File: src/sv/bdc_ram.sv
// bdc_ram: generic single write port, single registered read port memory
// no dependencies
module bdc_ram #(
  parameter int Width = 8,
  parameter int Depth = 64
) (
  input  logic                     clk,
  input  logic                     we,
  input  logic [$clog2(Depth)-1:0] waddr,
  input  logic [Width-1:0]         wdata,
  input  logic [$clog2(Depth)-1:0] raddr,
  output logic [Width-1:0]         rdata
);
  logic [Width-1:0] mem [Depth];
  always_ff @(posedge clk) begin
    if (we) mem[waddr] <= wdata;
    rdata <= mem[raddr];
  end
endmodule

File: config.mk
export PLATFORM = sky130hd
export DESIGN_NAME = bdc_ram
export DESIGN_NICKNAME = d
export VERILOG_FILES = /design/src/sv/bdc_ram.sv
export SDC_FILE = /design/constraint.sdc
export NUM_CORES = 1
export LEC_CHECK = 0
export CAP_MARGIN = 40
export CORE_ASPECT_RATIO = 1.1
export CORE_UTILIZATION = 63
export CTS_CLUSTER_SIZE = 28
export DETAILED_ROUTE_END_ITERATION = 12
export DONT_BUFFER_PORTS = 1
export PLACE_DENSITY = 0.85
export SETUP_SLACK_MARGIN = 0.02
export SLEW_MARGIN = 25
export SYNTH_ARGS = -nofsm -noshare
export SYNTH_HDL_FRONTEND = slang
export SYNTH_SLANG_ARGS = --single-unit
File: constraint.sdc
create_clock -name clk -period 2.8 [get_ports clk]
set_clock_uncertainty 0.15 [all_clocks]
set_input_delay 0.56 -clock clk [delete_from_list [all_inputs] [get_ports clk]]
set_output_delay 0.56 -clock clk [all_outputs]
set_load 0.05 [all_outputs]
==> run_results.csv, run 1 <==
group,metric,value,unit
run_status,status,"finished clean",
grt,antenna_found_initial,1,
synthesis,synth_area,0.0202,sq mm
critical_path,worstRegToRegCells,5,
pwr,p_sw_share,19.6,%
timing,final.setup.tns,0,ns
critical_path,cp_slowest_stage_delay,0.53,ns
synthesis,syn_avg_cell_area,21.5,sq um
die,dieHeight,190,um
cells_and_area,n_fill_cell,1592,
clock_tree,worst_skew_pair.late_latency,0.57,ns
critical_path,worst-path-stages,5,
clock_tree,numCtsBuffers,46,
clock_tree,clock-sinks,520,
route,drt_first_pass_iters,6,
critical_path,cp.required,3.06,ns
clock_tree,postCtsHoldBufs,9,
critical_path,end_kind,"flip-flop",
synthesis,synth_common_cells,"edfxtp_1 (512), mux4_2 (126), nor2_1 (83)",
die,pin_count,30,
route,drtIter0Drc,1888,
die,die_area,0.0327,sq mm
synthesis,synthTopCellsByArea,"edfxtp_1 (76%), mux4_2 (14%), nor2_1 (1.5%)",
synthesis,synth-seq-area-share,77.0,%
die,num_rows,68,
pwr,ir_worst_vdd,0.000441,V
worst_hold_path,hold_path.class,"primary input to flip-flop",
timing,fmax,0.399,GHz
synthesis,async_flop_share,0,%
synthesis,synthDistinctLibCells,40,
timing,rsz0062_at_grt,"no",
cells_and_area,layout.nets,1054,
place,dp.final_hpwl,24800,um
grt,grt_pass1_vias,10667,
critical_path,cp_common_cell,"mux4_2",
timing,hold_ws,0.0255,ns
timing,fin_crit_sh,89.5,%
die,core-area,0.0315,sq mm
timing,fin_ws,0.294,ns
synthesis,netlist.area_leader.share,76.2,%
cells_and_area,drive_above_1_share,28.1,%
synthesis,synth_nets,962,
cells_and_area,final_cell_area,0.0229,sq mm
synthesis,yosysMostFrequentCell,"edfxtp_1",
clock_tree,clk_pin_slew,0.07,ns
job,maxCapViolCount,0,
worst_hold_path,hold-path-cell-count,2,
timing,tightest_slew,0.756,ns
grt,grt_pass1_wl,72800,um
grt,grt-ovfl-total,0,
die,start_util,64.1,%
route,ant_nets,0,
place,port_buffers,0,
cells_and_area,area_growth,13.6,%
synthesis,ys_ff_latch,520,
critical_path,crit_slowest_cell,"mux4_2",
pwr,p_leak,7.33,nW
synthesis,yosys.area.top_type,"edfxtp_1",
pwr,cellPowerDensity,711,mW/mm^2
critical_path,crit_chain,"mux4_2 -> mux4_2 -> nor2_1 -> nor3_1 -> o2bb2ai_1",
synthesis,synth-edff-count,512,
route,dr_total_vias,10694,
pwr,p_sw,3.20,mW
place,dpl_cell_area,0.0210,sq mm
clock_tree,clockRootBuffer,"clkbuf_16",
synthesis,ys_warn_count,0,
critical_path,crit_family,"multiplexers",
critical_path,crit_type,"flip-flop to flip-flop",
critical_path,critPathMaxFanout,1,
synthesis,synth_top_flop_cell,"edfxtp_1",
clock_tree,htree_levels,2,
timing,finalSetupViolCount,0,
critical_path,path_buf_inv,0,
place,place_ws,0.367,ns
critical_path,crit_path_start_kind,"flip-flop",
clock_tree,post_cts_buffers,0,
synthesis,synthesis.instances,940,
clock_tree,cts_resized,0,
grt,grt_usage,31.6,%
clock_tree,cts_tree,"built",
die,die_w,173,um
pwr,p_int,13.1,mW
route,drt_wl_total,50000,um
pwr,seq_power_share,53.4,%
route,viasPerCell,7.17,
cells_and_area,final_core_util,72.8,%
pwr,comb_power_share,3.9,%
route,drc_errors,0,
clock_tree,clockBufferDepth,3,
timing,timing_hold_violations_final,0,
timing,min_period,2.51,ns
grt,grt_max_degree,138,
timing,drv_slew,0,
place,gp_congestion,0.825,
pwr,clockPowerShare,42.7,%
route,avgRoutedWirePerCell,33.5,um
timing,slew_headroom,49.2,%
critical_path,arrival,2.77,ns
## metal layers
metal  wire length [um]  up-vias  track usage, %
li1                   -     4104               -
met3               6730      211            6.91
met2              23900     1031            49.7
met4               2890        2            16.1
met1              16500     5346            42.4
met5                 13        -               0
## registers in the layout, indices dropped and copies added (netlist names)
name	flops
rdata	8
mem	512
## worst register-to-register path: stages, from the launching register on
cell	delay, ns
edfxtp_1	0.44
mux4_2	0.53
mux4_2	0.48
nor2_1	0.38
nor3_1	0.16
o2bb2ai_1	0.22
## per-stage QoR
stage,cells,total power [mW]
floorplan,940,9.31
global placement,1394,9.29
detailed placement,1395,9.31
CTS,1490,16.3
global route,1490,16.6
finish,1491,16.3
## power groups by stage
| stage | Sequential [mW] | Clock (mW) | Combinational (mW) |
|---|---|---|---|
| after floorplan | 8.85 | 0 | 0.459 |
| after global placement | 8.86 | 0 | 0.434 |
| after detailed placement | 8.87 | 0 | 0.446 |
| after CTS | 8.70 | 6.96 | 0.616 |
| after global routing | 8.70 | 7.25 | 0.658 |
| final | 8.70 | 6.96 | 0.641 |
## layout by cell type (no fill, tap or decap), types with 8 or more instances in the layout
master / n
buf_4: 85
nor2_1: 83
mux2i_1: 23
mux4_2: 126
o22ai_1: 8
edfxtp_1: 512
clkinv_1: 12
nor2b_1: 14
nand2_1: 19
o221ai_1: 8
mux2_2: 13
clkbuf_16: 49
buf_16: 8
bufinv_16: 11
nand3_1: 13
dfxtp_1: 8
## cell type report
cell class | instances | area [sq um] | share of cell area, %
diodes | 1 | 2.50 | 0.0109
well taps | 420 | 526 | 2.29
multi-input cells | 369 | 4320 | 18.8
clock inverters | 30 | 410 | 1.79
flip-flops and latches | 520 | 15500 | 67.8
clock buffers | 56 | 1250 | 5.47
repair buffers | 95 | 872 | 3.81
## logic make-up after synthesis
family / count (synthesis) / share of synthesized area [%]
buffers and inverters: 51 / 1.57
and+or+nand+nor: 153 / 3.39
muxes: 162 / 15.9
AOI/OAI and AO/OA: 54 / 2.07
DFF: 520 / 77.0
## final timing paths
kind | from | slack [ns] | to
hold / removal | raddr[5] | 0.03 | rdata[1]$_DFF_P_
setup / recovery | mem[0][0]$_DFFE_PP_ | 0.29 | rdata[0]$_DFF_P_
hold reg to reg | mem[31][6]$_DFFE_PP_ | 0.73 | rdata[6]$_DFF_P_
setup reg to reg | mem[0][0]$_DFFE_PP_ | 0.29 | rdata[0]$_DFF_P_
No activity file was read; power rests on OpenSTA's default activity.
==> inputs of run 2 (changes only) <==
--- a/config.mk
+++ b/config.mk
@@ -6,8 +6,10 @@
 export NUM_CORES = 1
 export LEC_CHECK = 0
 export CAP_MARGIN = 40
+export CELL_PAD_IN_SITES_DETAIL_PLACEMENT = 2
+export CELL_PAD_IN_SITES_GLOBAL_PLACEMENT = 2
 export CORE_ASPECT_RATIO = 1.1
-export CORE_UTILIZATION = 63
+export CORE_UTILIZATION = 51
 export CTS_CLUSTER_SIZE = 28
 export DETAILED_ROUTE_END_ITERATION = 12
 export DONT_BUFFER_PORTS = 1
==> run_results.csv, run 2 (synthesis results as in run 1) <==
group,metric,value,unit
run_status,status,"finished clean",
route,drt_first_pass_iters,5,
critical_path,end_kind,"flip-flop",
place,port_buffers,0,
cells_and_area,final_core_util,58.6,%
cells_and_area,area_growth,13.6,%
timing,min_period,2.30,ns
cells_and_area,fin_cells,1578,
grt,grt-ovfl-total,0,
clock_tree,clock-sinks,520,
place,placed_cells,1475,
clock_tree,worst_skew_pair.late_latency,0.63,ns
die,pin_count,30,
worst_hold_path,min_from,"raddr[5]",
timing,final.setup.tns,0,ns
place,dp.final_hpwl,35800,um
route,ant_nets,0,
timing,drv_slew,0,
critical_path,crit_type,"flip-flop to flip-flop",
pwr,ir_worst_vdd,0.000686,V
timing,slew_headroom,46.7,%
clock_tree,post_cts_buffers,0,
route,drtIter0Drc,1252,
job,maxCapViolCount,0,
cells_and_area,final_cell_area,0.0229,sq mm
clock_tree,clockBufferDepth,3,
clock_tree,htree_levels,2,
timing,rsz0062_at_grt,"no",
cells_and_area,diodes,0,
timing,timing_hold_violations_final,0,
timing,fin_ws,0.501,ns
timing,fin_crit_sh,82.1,%
route,drt_wl_total,63800,um
place,place_ws,0.283,ns
clock_tree,clockRootBuffer,"clkbuf_16",
route,viasPerCell,6.64,
timing,tightest_slew,0.779,ns
clock_tree,cts_tree,"built",
timing,fmax,0.435,GHz
place,gp_congestion,0.773,
pwr,p_leak,7.28,nW
cells_and_area,drive_above_1_share,28.3,%
critical_path,startpoint,"mem[3][3]$_DFFE_PP_",
cells_and_area,final_cell_mix,"edfxtp_1 (512), mux4_2 (126), nor2_1 (83), buf_4 (79), clkbuf_16 (52)",
clock_tree,clk_pin_slew,0.07,ns
pwr,cellPowerDensity,707,mW/mm^2
die,die_w,192,um
critical_path,regToRegStartpoint,"mem[3][3]$_DFFE_PP_",
cells_and_area,layout.nets,1053,
die,start_util,51.6,%
die,die_area,0.0403,sq mm
route,avgRoutedWirePerCell,40.4,um
critical_path,cp.required,3.10,ns
grt,grt_pass1_wl,89800,um
cells_and_area,largest_register_ffs,512,
critical_path,crit_path_start_kind,"flip-flop",
grt,antenna_found_initial,1,
grt,grt_usage,33.3,%
die,dieHeight,211,um
cells_and_area,final_common_cell,"edfxtp_1",
place,dpl_cell_area,0.0211,sq mm
grt,grt_max_degree,138,
clock_tree,numCtsBuffers,51,
critical_path,critPathMaxFanout,1,
die,num_rows,76,
route,dr_total_vias,10478,
cells_and_area,top_register,"mem",
timing,finalSetupViolCount,0,
cells_and_area,top_regs,"mem (512), rdata (8)",
critical_path,arrival,2.60,ns
grt,grt_pass1_vias,11212,
die,core-area,0.0391,sq mm
clock_tree,cts_resized,0,
worst_hold_path,hold_path.class,"primary input to flip-flop",
route,drc_errors,0,
[run 2: cell type report]
cell class	count	area [sq um]
well taps	507	634
clock inverters	30	218
repair buffers	89	833
flip-flops and latches	520	15500
multi-input cells	369	4320
clock buffers	63	1380
fillers	3075	16200
[run 2: what timing repair did]
action | CTS | global route
hold endpoints to repair | 517 | 0
hold buffers | 10 | 0
endpoints found under the setup margin | 0 | 0
[run 2: worst paths after layout]
check | to | depth (start not counted) | slack, ns
max | rdata[3]$_DFF_P_ | 5 | 0.50
min | rdata[4]$_DFF_P_ | 2 | 0.03
max reg2reg | rdata[3]$_DFF_P_ | 5 | 0.50
min reg2reg | rdata[7]$_DFF_P_ | 4 | 0.78
[run 2: through the flow]
step	total power, mW	hold WS [ns]
after global placement	9.30	0.514
final	16.2	0.0252
after floorplan	9.31	0.509
after detailed placement	9.35	0.512
after CTS	16.3	0.00228
after global routing	16.6	0.0226
[run 2: critical path, cell delays in order, from the launching register on]
cell and delay [ns]:
edfxtp_1 0.37, mux4_2 0.48, nor2b_1 0.15, a2111oi_0 0.61
buf_4 0.24, o41ai_1 0.14
[run 2: report_power, final]
group,switching (mW),internal [mW]
combinational,0.379,0.299
sequential,0.0916,8.61
clock,3.13,3.70
[run 2: metal layers]
metal	global-route usage, %	routed length, um	vias to the layer above
met2	52.7	31200	580
met3	7.44	5300	128
met5	0	0	-
met1	45.4	25000	5662
li1	-	-	4108
met4	12.6	2370	0
